## src/rtl/core/hwst_pkg.sv

```systemverilog
package hwst_pkg;

    // Field widths of the pixel stream and the configuration port.
    localparam int unsigned PIX_W       = 8;
    localparam int unsigned CFG_INDEX_W = 3;
    localparam int unsigned CFG_DATA_W  = 64;
    localparam int unsigned BINS_W      = 9;
    localparam int unsigned MASK_WORDS  = 4;
    localparam int unsigned MASK_WORD_W = 64;

    // One divider cell resolves one quotient bit.
    localparam int unsigned QUO_CELLS = PIX_W;

    // Smallest usable bin count.
    localparam logic [BINS_W-1:0] BINS_MIN = 9'd2;

    // Full-scale output level.
    localparam logic [PIX_W-1:0] PIX_MAX = 8'hFF;

    // Configuration register indexes.
    typedef enum logic [CFG_INDEX_W-1:0] {
        CFG_MASK_WORD_0 = 3'd0,
        CFG_MASK_WORD_1 = 3'd1,
        CFG_MASK_WORD_2 = 3'd2,
        CFG_MASK_WORD_3 = 3'd3,
        CFG_BINS_IN_USE = 3'd4
    } cfg_index_t;

    // Work carried down the divider chain for one pixel.
    typedef struct packed {
        logic [PIX_W-1:0] rem;
        logic [PIX_W-1:0] word;
        logic [PIX_W-1:0] span;
        logic             byp;
        logic [PIX_W-1:0] byp_val;
    } lane_t;

    // Window levels derived from the configuration.
    typedef struct packed {
        logic             ready;
        logic             any;
        logic [PIX_W-1:0] lo;
        logic [PIX_W-1:0] hi;
        logic [PIX_W-1:0] span;
    } window_t;

endpackage

```

## src/rtl/core/histogram_window_stretch.sv

```systemverilog
// A pixel request passes through three front stages, eight divider cells
// and one output register before its result appears.
// Throughput: one pixel per cycle when the output does not stall; each cell resolves one quotient bit.
// After a configuration write the pixel input is not ready while the bin scan
// and the two level divisions run.
// Reset clears the mask, sets 256 bins and leaves the pipeline empty.
module histogram_window_stretch #(
    parameter int unsigned MAX_BINS = 256
) (
    input  logic                                clk,
    input  logic                                rst_n,
    input  logic                                cfg_valid,
    output logic                                cfg_ready,
    input  logic [hwst_pkg::CFG_INDEX_W-1:0]    cfg_index,
    input  logic [hwst_pkg::CFG_DATA_W-1:0]     cfg_data,
    input  logic                                pixel_in_valid,
    output logic                                pixel_in_ready,
    input  logic [hwst_pkg::PIX_W-1:0]          pixel_in,
    output logic                                pixel_out_valid,
    input  logic                                pixel_out_ready,
    output logic [hwst_pkg::PIX_W-1:0]          pixel_out
);

    localparam int unsigned PW    = hwst_pkg::PIX_W;
    localparam int unsigned BW    = hwst_pkg::BINS_W;
    localparam int unsigned IW    = $clog2(MAX_BINS);
    localparam int unsigned WORDS = hwst_pkg::MASK_WORDS;
    localparam int unsigned WW    = hwst_pkg::MASK_WORD_W;
    localparam int unsigned CELLS = hwst_pkg::QUO_CELLS;
    localparam logic [BW-1:0] BINS_CAP = BW'(MAX_BINS);

    // Configuration registers.
    logic [MAX_BINS-1:0] mask_reg;
    logic [BW-1:0]       bins_reg;
    logic                start_reg;
    logic [WORDS-1:0]    mask_wr;
    logic                bins_wr;
    logic                cfg_fire;

    logic [BW-1:0]       bins_eff;
    logic [PW-1:0]       last_bin;
    hwst_pkg::window_t   win;

    // Front stages.
    logic                s1_valid_reg, s2_valid_reg, s3_valid_reg;
    logic [PW-1:0]       s1_p_reg, s2_p_reg, s3_p_reg;
    logic [2*PW-1:0]     s2_prod_reg;
    logic [PW-1:0]       s3_idx_reg;
    logic                s1_take, s2_take, s3_take;
    logic                accept;
    logic [2*PW-1:0]     round_sum;
    logic [2*PW-1:0]     quo_sum;

    // Lane entry.
    hwst_pkg::lane_t     entry;
    logic                sel;
    logic [PW-1:0]       diff;
    logic [2*PW-1:0]     num;

    // Divider chain.
    logic                cell_valid [CELLS];
    logic                cell_take  [CELLS];
    logic                cell_down  [CELLS];
    hwst_pkg::lane_t     cell_lane  [CELLS];

    // Output register.
    logic                out_valid_reg;
    logic [PW-1:0]       out_pix_reg;
    logic                out_take;

    // Configuration writes are always taken.
    assign cfg_ready = 1'b1;
    assign cfg_fire  = cfg_valid && cfg_ready;

    always_comb
    begin
        mask_wr = '0;
        bins_wr = 1'b0;
        if (cfg_fire)
        begin
            unique case (cfg_index)
                hwst_pkg::CFG_MASK_WORD_0: mask_wr[0] = 1'b1;
                hwst_pkg::CFG_MASK_WORD_1: mask_wr[1] = 1'b1;
                hwst_pkg::CFG_MASK_WORD_2: mask_wr[2] = 1'b1;
                hwst_pkg::CFG_MASK_WORD_3: mask_wr[3] = 1'b1;
                hwst_pkg::CFG_BINS_IN_USE: bins_wr    = 1'b1;
                default:                   bins_wr    = 1'b0;
            endcase
        end
    end

    // Only the bins that can ever be used are stored.
    for (genvar i = 0; i < MAX_BINS; i++)
    begin : g_mask
        localparam int unsigned W = i / WW;
        localparam int unsigned B = i % WW;

        always_ff @(posedge clk or negedge rst_n)
        begin
            if (!rst_n)
            begin
                mask_reg[i] <= 1'b0;
            end
            else if (mask_wr[W])
            begin
                mask_reg[i] <= cfg_data[B];
            end
        end
    end

    always_ff @(posedge clk or negedge rst_n)
    begin
        if (!rst_n)
        begin
            bins_reg  <= BW'(256);
            start_reg <= 1'b0;
        end
        else
        begin
            if (bins_wr)
            begin
                bins_reg <= cfg_data[BW-1:0];
            end
            start_reg <= cfg_fire;
        end
    end

    // Effective bin count, clamped to the supported range.
    always_comb
    begin
        priority if (bins_reg < hwst_pkg::BINS_MIN)
        begin
            bins_eff = hwst_pkg::BINS_MIN;
        end
        else if (bins_reg > BINS_CAP)
        begin
            bins_eff = BINS_CAP;
        end
        else
        begin
            bins_eff = bins_reg;
        end
    end

    assign last_bin = PW'(bins_eff - BW'(1));

    hwst_setup #(
        .MAX_BINS (MAX_BINS)
    ) u_setup (
        .clk      (clk),
        .rst_n    (rst_n),
        .start    (start_reg),
        .mask     (mask_reg),
        .last_bin (last_bin),
        .win      (win)
    );

    // Input handshake: held off while the window levels are being derived or the front stages are full.
    assign s3_take        = !s3_valid_reg || cell_take[0];
    assign s2_take        = !s2_valid_reg || s3_take;
    assign s1_take        = !s1_valid_reg || s2_take;
    assign pixel_in_ready = win.ready && !start_reg && s1_take;
    assign accept         = pixel_in_valid && pixel_in_ready;

    always_ff @(posedge clk or negedge rst_n)
    begin
        if (!rst_n)
        begin
            s1_valid_reg <= 1'b0;
            s2_valid_reg <= 1'b0;
            s3_valid_reg <= 1'b0;
        end
        else
        begin
            if (s1_take)
            begin
                s1_valid_reg <= accept;
            end
            if (s2_take)
            begin
                s2_valid_reg <= s1_valid_reg;
            end
            if (s3_take)
            begin
                s3_valid_reg <= s2_valid_reg;
            end
        end
    end

    // Bin index of the pixel: round(p*d/255) = (p*d + 127) / 255.
    assign round_sum = s2_prod_reg + (2 * PW)'(127);
    assign quo_sum   = round_sum + (2 * PW)'(round_sum[2*PW-1:PW]) + (2 * PW)'(1);

    always_ff @(posedge clk)
    begin
        if (accept)
        begin
            s1_p_reg <= pixel_in;
        end
        if (s2_take && s1_valid_reg)
        begin
            s2_p_reg    <= s1_p_reg;
            s2_prod_reg <= (2 * PW)'(s1_p_reg) * (2 * PW)'(last_bin);
        end
        if (s3_take && s2_valid_reg)
        begin
            s3_p_reg   <= s2_p_reg;
            s3_idx_reg <= quo_sum[2*PW-1:PW];
        end
    end

    // Classify the pixel and load the numerator (p - lo) * 255.
    assign sel  = mask_reg[s3_idx_reg[IW-1:0]];
    assign diff = s3_p_reg - win.lo;
    assign num  = {diff, PW'(0)} - (2 * PW)'(diff);

    always_comb
    begin
        entry.rem     = num[2*PW-1:PW];
        entry.word    = num[PW-1:0];
        entry.span    = win.span;
        entry.byp     = 1'b1;
        entry.byp_val = '0;
        priority if (!win.any)
        begin
            entry.byp_val = s3_p_reg;
        end
        else if (s3_p_reg >= win.hi)
        begin
            entry.byp_val = hwst_pkg::PIX_MAX;
        end
        else if (s3_p_reg <= win.lo)
        begin
            entry.byp_val = '0;
        end
        else if (!sel)
        begin
            entry.byp_val = '0;
        end
        else
        begin
            entry.byp = 1'b0;
        end
    end

    // Chain of divider cells, one quotient bit each.
    for (genvar c = 0; c < CELLS; c++)
    begin : g_cell
        if (c == CELLS - 1)
        begin : g_last
            assign cell_down[c] = out_take;
        end
        else
        begin : g_mid
            assign cell_down[c] = cell_take[c + 1];
        end

        if (c == 0)
        begin : g_first
            hwst_cell u_cell (
                .clk       (clk),
                .rst_n     (rst_n),
                .up_valid  (s3_valid_reg),
                .up_lane   (entry),
                .up_take   (cell_take[c]),
                .down_take (cell_down[c]),
                .valid     (cell_valid[c]),
                .lane      (cell_lane[c])
            );
        end
        else
        begin : g_next
            hwst_cell u_cell (
                .clk       (clk),
                .rst_n     (rst_n),
                .up_valid  (cell_valid[c - 1]),
                .up_lane   (cell_lane[c - 1]),
                .up_take   (cell_take[c]),
                .down_take (cell_down[c]),
                .valid     (cell_valid[c]),
                .lane      (cell_lane[c])
            );
        end
    end

    // Output register parts the chain from the result consumer.
    assign out_take = !out_valid_reg || pixel_out_ready;

    always_ff @(posedge clk or negedge rst_n)
    begin
        if (!rst_n)
        begin
            out_valid_reg <= 1'b0;
        end
        else if (out_take)
        begin
            out_valid_reg <= cell_valid[CELLS - 1];
        end
    end

    always_ff @(posedge clk)
    begin
        if (out_take && cell_valid[CELLS - 1])
        begin
            out_pix_reg <= cell_lane[CELLS - 1].byp ? cell_lane[CELLS - 1].byp_val
                                                    : cell_lane[CELLS - 1].word;
        end
    end

    assign pixel_out_valid = out_valid_reg;
    assign pixel_out       = out_pix_reg;

endmodule

```

## src/rtl/core/hwst_cell.sv

```systemverilog
module hwst_cell (
    input  logic          clk,
    input  logic          rst_n,
    input  logic          up_valid,
    input  hwst_pkg::lane_t up_lane,
    output logic          up_take,
    input  logic          down_take,
    output logic          valid,
    output hwst_pkg::lane_t lane
);

    localparam int unsigned PW = hwst_pkg::PIX_W;

    logic            valid_reg;
    hwst_pkg::lane_t lane_reg;
    logic [PW:0]     trial;
    logic            ge;

    // The cell is free when empty or when its content moves on.
    assign up_take = !valid_reg || down_take;

    always_ff @(posedge clk or negedge rst_n)
    begin
        if (!rst_n)
        begin
            valid_reg <= 1'b0;
        end
        else if (up_take)
        begin
            valid_reg <= up_valid;
        end
    end

    always_ff @(posedge clk)
    begin
        if (up_take && up_valid)
        begin
            lane_reg <= up_lane;
        end
    end

    // One restoring division step: shift in the next numerator bit and
    // subtract the divisor when it fits. The quotient bit enters the word
    // as the numerator bit leaves it.
    always_comb
    begin
        trial = {lane_reg.rem, lane_reg.word[PW-1]};
        ge    = trial >= {1'b0, lane_reg.span};
        lane  = lane_reg;
        lane.rem  = ge ? PW'(trial - {1'b0, lane_reg.span}) : trial[PW-1:0];
        lane.word = {lane_reg.word[PW-2:0], ge};
    end

    assign valid = valid_reg;

endmodule

```

## src/rtl/core/hwst_setup.sv

```systemverilog
module hwst_setup #(
    parameter int unsigned MAX_BINS = 256
) (
    input  logic                           clk,
    input  logic                           rst_n,
    input  logic                           start,
    input  logic [MAX_BINS-1:0]            mask,
    input  logic [hwst_pkg::PIX_W-1:0]     last_bin,
    output hwst_pkg::window_t              win
);

    localparam int unsigned PW = hwst_pkg::PIX_W;
    localparam int unsigned IW = $clog2(MAX_BINS);
    localparam int unsigned NW = 2 * PW + 1;
    localparam logic [2:0]  STEP_LAST = 3'(PW - 1);

    typedef enum logic [5:0] {
        ST_SCAN    = 6'b000001,
        ST_LOAD_LO = 6'b000010,
        ST_DIV_LO  = 6'b000100,
        ST_LOAD_HI = 6'b001000,
        ST_DIV_HI  = 6'b010000,
        ST_DONE    = 6'b100000
    } state_t;

    state_t            state_reg, state_next;
    logic [IW-1:0]     cnt_reg, cnt_next;
    logic [2:0]        step_reg, step_next;
    logic              any_reg, any_next;
    logic [MAX_BINS-1:0] bits_reg, bits_next;
    logic [IW-1:0]     mn_reg, mn_next;
    logic [IW-1:0]     mx_reg, mx_next;
    logic [PW:0]       rem_reg, rem_next;
    logic [PW-1:0]     word_reg, word_next;
    logic [PW-1:0]     lo_reg, lo_next;
    logic [PW-1:0]     hi_reg, hi_next;
    logic [PW-1:0]     span_reg, span_next;

    logic [PW:0]       divisor;
    logic [PW-1:0]     k;
    logic [NW-1:0]     num;
    logic [PW+1:0]     trial;
    logic              ge;
    logic [PW:0]       rem_step;
    logic [PW-1:0]     word_step;

    // Level of bin k is (510*k + d) / (2*d), found one bit a cycle.
    assign divisor = {last_bin, 1'b0};
    assign k       = (state_reg == ST_LOAD_LO) ? PW'(mn_reg) : PW'(mx_reg);
    assign num     = {k, 9'b0} - NW'({k, 1'b0}) + NW'(last_bin);

    assign trial     = {rem_reg, word_reg[PW-1]};
    assign ge        = trial >= {1'b0, divisor};
    assign rem_step  = ge ? (PW + 1)'(trial - {1'b0, divisor}) : trial[PW:0];
    assign word_step = {word_reg[PW-2:0], ge};

    // Sequencer: scan the bins, then divide out the two levels.
    always_comb
    begin
        state_next = state_reg;
        cnt_next   = cnt_reg;
        step_next  = step_reg;
        any_next   = any_reg;
        bits_next  = bits_reg;
        mn_next    = mn_reg;
        mx_next    = mx_reg;
        rem_next   = rem_reg;
        word_next  = word_reg;
        lo_next    = lo_reg;
        hi_next    = hi_reg;
        span_next  = span_reg;

        unique case (state_reg)
            ST_SCAN:
            begin
                if (bits_reg[0])
                begin
                    if (!any_reg)
                    begin
                        mn_next = cnt_reg;
                    end
                    mx_next  = cnt_reg;
                    any_next = 1'b1;
                end
                bits_next = bits_reg >> 1;
                cnt_next  = cnt_reg + 1'b1;
                if (cnt_reg == last_bin[IW-1:0])
                begin
                    state_next = ST_LOAD_LO;
                end
            end
            ST_LOAD_LO, ST_LOAD_HI:
            begin
                rem_next   = num[NW-1:PW];
                word_next  = num[PW-1:0];
                step_next  = '0;
                state_next = (state_reg == ST_LOAD_LO) ? ST_DIV_LO : ST_DIV_HI;
            end
            ST_DIV_LO:
            begin
                rem_next  = rem_step;
                word_next = word_step;
                step_next = step_reg + 1'b1;
                if (step_reg == STEP_LAST)
                begin
                    lo_next    = word_step;
                    state_next = ST_LOAD_HI;
                end
            end
            ST_DIV_HI:
            begin
                rem_next  = rem_step;
                word_next = word_step;
                step_next = step_reg + 1'b1;
                if (step_reg == STEP_LAST)
                begin
                    hi_next    = word_step;
                    span_next  = word_step - lo_reg;
                    state_next = ST_DONE;
                end
            end
            ST_DONE:
            begin
                state_next = ST_DONE;
            end
            default:
            begin
                state_next = ST_DONE;
            end
        endcase

        // A new configuration restarts the scan from the lowest bin.
        if (start)
        begin
            state_next = ST_SCAN;
            bits_next  = mask;
            cnt_next   = '0;
            any_next   = 1'b0;
        end
    end

    always_ff @(posedge clk or negedge rst_n)
    begin
        if (!rst_n)
        begin
            state_reg <= ST_DONE;
            cnt_reg   <= '0;
            step_reg  <= '0;
            any_reg   <= 1'b0;
        end
        else
        begin
            state_reg <= state_next;
            cnt_reg   <= cnt_next;
            step_reg  <= step_next;
            any_reg   <= any_next;
        end
    end

    always_ff @(posedge clk)
    begin
        bits_reg <= bits_next;
        mn_reg   <= mn_next;
        mx_reg   <= mx_next;
        rem_reg  <= rem_next;
        word_reg <= word_next;
        lo_reg   <= lo_next;
        hi_reg   <= hi_next;
        span_reg <= span_next;
    end

    always_comb
    begin
        win.ready = (state_reg == ST_DONE);
        win.any   = any_reg;
        win.lo    = lo_reg;
        win.hi    = hi_reg;
        win.span  = span_reg;
    end

endmodule
```

## config.mk

```make
export PLATFORM = sky130hd
export DESIGN_NAME = histogram_window_stretch
export DESIGN_NICKNAME = d
export VERILOG_FILES = /design/src/rtl/core/hwst_pkg.sv /design/src/rtl/core/histogram_window_stretch.sv /design/src/rtl/core/hwst_cell.sv /design/src/rtl/core/hwst_setup.sv
export SDC_FILE = /design/constraint.sdc
export NUM_CORES = 1
export LEC_CHECK = 0
export BUFFER_PORTS_ARGS = -buffer_cell sky130_fd_sc_hd__buf_2
export CAP_MARGIN = 20
export CORE_MARGIN = 1.5
export CORE_UTILIZATION = 45
export CTS_BUF_LIST = sky130_fd_sc_hd__clkbuf_8
export DETAILED_ROUTE_END_ITERATION = 6
export PLACE_DENSITY = 0.66
export RECOVER_POWER = 100
export SYNTH_ARGS = -nofsm -noshare
export SYNTH_HDL_FRONTEND = slang
export SYNTH_HIERARCHICAL = 1
export SYNTH_SLANG_ARGS = --single-unit
```

## constraint.sdc

```tcl
create_clock -name clk -period 12.54 [get_ports clk]
set_clock_uncertainty 0.05 [all_clocks]
set_input_delay 0.627 -clock clk [delete_from_list [all_inputs] [get_ports clk]]
set_output_delay 0.627 -clock clk [all_outputs]
set_load 0.05 [all_outputs]
```

==> flow_summary.yaml, run 1 <==
outcome:
  status: "finished, violations left"
  violated_checks: "max-capacitance violations, max-slew violations"
routing:
  drc: 0
  avgRoutedWirePerCell_um: 18.7
  ant_nets: 0
  route.final.wire_length_um: 89500
  routed-via-count: 25500
  first_drt_pass_iteration_count: 5
  detailedRoute.firstIterationViolations: 1833
  avgViaCountPerCell: 5.32
worst_setup_path:
  timing.critical_path.from_type: "input port"
  setup.worst_path.end_class: "asynchronous set/reset pin"
  path_class: "input port to asynchronous set/reset pin"
  worst-path-max-fanout: 143
  required_arrival_time_at_the_worst_endpoint_ps: 12510
  arrival_ps: 7960
  crit_slowest_cell: "clkbuf_1"
  timing.critical_path.cells: "dlygate4sd3_1 -> clkbuf_1 -> clkbuf_2"
  critPathMaxStageDelay_ps: 3550
timing:
  layout_worst_path_cycle_share: 0.637
  achievable_freq_ghz: 0.125
  number_of_failing_hold_endpoints_at_the_final_stage: 0
  tightest_slew_ps: 5140
  period_minus_slack_ps: 7990
  final.hold.worst_slack_ps: 80.4
  timing.final.setup_violations: 0
  grt_setup_unrepaired: "no"
  report.final.slew_viol_count: 1284
  fin_setup_tns_ps: 0
  timing.max_slew.rel_slack: -2.42
synth:
  mappedNetlistNets: 3571
  netlist_instances: 3298
  syn-cell-area_um2: 46500
  synth_area_per_cell_um2: 14.1
  ys.warnings.count: 6
min_path:
  timing.hold.worst.class: "input port to flop"
cts:
  clock_sinks: 929
  clk_root_buffer_cell: "clkbuf_8"
  cts_tree: "yes"
  cts_htree_levels: 4
  clk_pin_slew_worst_paths_ps: 70
  max-clock-path-buffers: 3
  worst_skew_pair.late_latency_ps: 790
  tritoncts.num_buffers: 151
  post_cts_buffers: 0
  postCtsResizedCells: 0
grt:
  antenna_violations_before_repair: 7
  global_route.usage.total: 0.171
  global_route_wire_length_before_repair_um: 145000
  grt_pass1_vias: 25900
  grt_max_degree: 144
  global_route.overflow_total: 0
run:
  cap_viol_max_count: 23
die:
  die_area_um2: 105000
  die_y_um: 324
  start_util: 0.455
  pin_count: 91
  die_x_um: 324
  core_area_um2: 102000
  row_count: 117
final_layout:
  finalNonFillerCells: 4785
  final_cell_mix: "edfxtp_1, mux2_2, dfrtp_1"
  final_common_cell: "edfxtp_1"
  number_of_inserted_filler_cells_in_the_final_layout: 8866
  post_route_cells_drive_above_1_share: 0.262
  area_growth_from_synthesis_to_layout_pct: 7.03
  final_net_count: 3555
  post-route-util: 0.487
place:
  gpl.final_weighted_congestion: 0.822
  dp.cells: 4480
  numPortBuffers: 89
  dpl.hpwl_um: 58800
power_and_ir_drop:
  worst_ir_drop_vdd_uv: 195
  power_density_nw_per_um2: 173
  leakagePower_nw: 19.7
worst max-delay path, delay by kind of cell:
family / cells / cell delay, ps
buffers and inverters: 3 / 7070
timing repair:
item                                    CTS  global route
endpoints found under the setup margin    0             0
hold endpoints to repair                112             0
hold buffers                             17             0
per-layer routing:
layer	share of wire	vias up	global-route usage
met4	0.019	2	0.0506
met2	0.45	542	0.261
met5	0.00022	-	0
li1	-	12000	-
met3	0.047	155	0.0297
met1	0.48	12800	0.250
stage by stage:
stage / setup slack, ps / cell area [um2] / total power [mW]
4_1_cts: 5870 / 50200 / 8.71
3_3_place_gp: 5980 / 47000 / 6.04
3_5_place_dp: 5900 / 47000 / 6.08
5_1_grt: 2980 / 49800 / 9.12
6_report: 4550 / 49800 / 8.61
2_1_floorplan: 4780 / 46500 / 5.62
path summary, 6_finish.rpt:
path | startpoint | to | slack, ps | cells after the start
worst max register to register | start_reg | u_setup/bits_reg[62] | 4830 | 3
max in group clk | start_reg | u_setup/bits_reg[62] | 4830 | 3
worst max-delay path | rst_n | mask_reg[170] | 4550 | 3
min in group asynchronous | rst_n | mask_reg[14] | 2220 | 2
worst min-delay path | cfg_data[19] | mask_reg[211] | 80 | 2
worst min register to register | g_cell[0].g_first.u_cell/lane[22] | g_cell[1].g_next.u_cell/lane[23] | 340 | 0
power breakdown:
| group | switching (mW) | internal [mW] |
|---|---|---|
| clock | 1.21 | 1.37 |
| sequential | 0.232 | 3.89 |
| combinational | 0.942 | 0.961 |
| total | 2.39 | 6.22 |
cell type report:
class,instances,area (um2),share of cell area
clock inverter,110,648,0.0130
multi-input combinational,1833,17000,0.342
clock buffer,172,2370,0.0476
antenna,6,15.0,0.000302
inverter,224,841,0.0169
tap,1368,1710,0.0344
timing repair buffer,143,776,0.0156
sequential,929,26400,0.531
No activity file was read; power rests on OpenSTA's default activity.
==> run 2, diff against run 1 <==
- ABC_AREA: not set -> 1
- clock period: 12.54 -> 7.55 ns (I/O delays scaled with it)
==> run 2 against run 1 <==
The run still ends with max-capacitance violations, max-slew violations left. Register-to-register slack worse by 4000 ps. Largest cell class unchanged. Largest power group unchanged. Critical endpoint is now g_cell[0].g_first.u_cell/lane[8]. Combinational power up 59%. Wire length up 17%.
==> flow_summary.yaml, run 2 <==
routing:
  routed-via-count: 33500
  first_drt_pass_iteration_count: 5
  ant_nets: 0
  detailedRoute.firstIterationViolations: 2548
  avgRoutedWirePerCell_um: 15.6
  drc: 0
  route.final.wire_length_um: 104000
  avgViaCountPerCell: 5.01
grt:
  antenna_violations_before_repair: 2
  grt_pass1_vias: 32800
  global_route.usage.total: 0.194
  global_route.overflow_total: 0
  global_route_wire_length_before_repair_um: 169000
  grt_max_degree: 133
cts:
  cts_tree: "yes"
  cts_htree_levels: 4
  clock_sinks: 929
  clk_pin_slew_worst_paths_ps: 70
  worst_skew_pair.late_latency_ps: 840
  max-clock-path-buffers: 3
  postCtsResizedCells: 0
  tritoncts.num_buffers: 156
  clk_root_buffer_cell: "clkbuf_8"
synth:
  mappedNetlistNets: 5450
  netlist_instances: 5177
  ys.warnings.count: 6
  synth_area_per_cell_um2: 9.29
  syn-cell-area_um2: 48100
die:
  die_area_um2: 109000
  start_util: 0.456
  die_x_um: 330
  die_y_um: 330
  row_count: 119
  core_area_um2: 106000
  pin_count: 91
worst_setup_path:
  setup.worst_path.end_class: "flop"
  arrival_ps: 7360
  worst-path-max-fanout: 81
  required_arrival_time_at_the_worst_endpoint_ps: 8170
  path_class: "flop to flop"
  timing.critical_path.from_type: "flop"
timing:
  fin_setup_tns_ps: 0
  timing.final.setup_violations: 0
  tightest_slew_ps: 5700
  timing.max_slew.rel_slack: -2.80
  period_minus_slack_ps: 6740
  achievable_freq_ghz: 0.148
  layout_worst_path_cycle_share: 0.892
  final.hold.worst_slack_ps: 211
  report.final.slew_viol_count: 1375
  grt_setup_unrepaired: "no"
  number_of_failing_hold_endpoints_at_the_final_stage: 0
final_layout:
  number_of_inserted_filler_cells_in_the_final_layout: 9834
  post_route_cells_drive_above_1_share: 0.0964
  final-seq-area_um2: 26400
  finalNonFillerCells: 6681
  final_net_count: 5436
  design_area_final_um2: 51800
  final_common_cell: "nand2_1"
  area_used_by_multi_input_combinational_logic_um2: 17200
  area_growth_from_synthesis_to_layout_pct: 7.74
  final_cell_mix: "nand2_1, edfxtp_1, inv_1"
power_and_ir_drop:
  worst_ir_drop_vdd_uv: 375
  leakagePower_nw: 23.9
  fin_total_pwr_mw: 13.9
  power_density_nw_per_um2: 269
place:
  numPortBuffers: 89
  dp.cells: 6312
  gpl.final_weighted_congestion: 0.871
  dpl.hpwl_um: 67700
  postPlaceCellArea_um2: 48400
outcome:
  status: "finished, violations left"
  violated_checks: "max-capacitance violations, max-slew violations"
min_path:
  timing.hold.worst.class: "input port to flop"
run:
  cap_viol_max_count: 22
## run 2: changes by cell type in the layout (fill, tap and decap cells not counted), moves of 64 or more
cell | before | now
o21ai_0 | 80 | 317
nand2_2 | 1 | 91
nand3_1 | 36 | 423
mux2_2 | 527 | 4
nor2_1 | 79 | 156
nand2_1 | 114 | 1827
dlygate4sd3_1 | 17 | 81
inv_1 | 281 | 543
## run 2: report_power, final
part           leakage (nW)  internal, mW  switching, mW
sequential             9.91          6.22          0.318
combinational          12.2          1.15           1.88
clock                  1.78          2.29           2.08
total                  23.9          9.66           4.28
## run 2: layout make-up
class / count / share of cell area
Antenna cell: 1 / 0.0000483
Clock buffer: 175 / 0.0465
Clock inverter: 109 / 0.0130
Inverter: 528 / 0.0385
Multi-Input combinational cell: 3348 / 0.331
Sequential cell: 929 / 0.510
Tap cell: 1391 / 0.0336
Timing Repair Buffer: 200 / 0.0271
## run 2: path summary, 6_finish.rpt
kind	endpoint	startpoint	slack [ps]	cells past startpoint
max	g_cell[0].g_first.u_cell/lane[8]	s3_idx_reg[0]	810	14
min	s1_p_reg[4]	pixel_in[4]	210	2
max reg2reg	g_cell[0].g_first.u_cell/lane[8]	s3_idx_reg[0]	810	14
min reg2reg	g_cell[1].g_next.u_cell/lane[8]	g_cell[0].g_first.u_cell/lane[8]	350	0
max in group asynchronous	mask_reg[105]	rst_n	1610	3
min in group asynchronous	u_setup/cnt_reg[7]	rst_n	2150	2
## run 2: per-stage QoR
step,util,setup WS (ps)
after floorplan,-,511
after global placement,0.459,1340
after detailed placement,0.459,1320
after CTS,0.496,1290
after global routing,0.491,379
final,0.491,815
## run 2: routing by layer
metal	part of all wire	routed length, um	up-vias	track usage
met2	0.46	48300	915	0.313
met3	0.054	5580	193	0.0329
met4	0.027	2770	0	0.0735
met5	0	0	-	0
li1	-	-	16600	-
met1	0.46	47600	15700	0.262
## run 2: critical path, cell delays in order (launching register included)
cell,delay [ps]
edfxtp_1,330
buf_4,610
clkinvlp_2,2940
buf_4,1330
nand2_1,140
nand3_1,80
nand3_1,160
nand3_1,190
nand3_1,220
nand2_1,70
nand2_1,60
nand3_1,80
nand3_1,90
nand2_1,110
nand2_1,70
## run 2: what timing repair did
item                      4_1_cts  5_1_grt
buffers inserted                0        0
hold buffers                   81        0
hold endpoints to repair      365        0
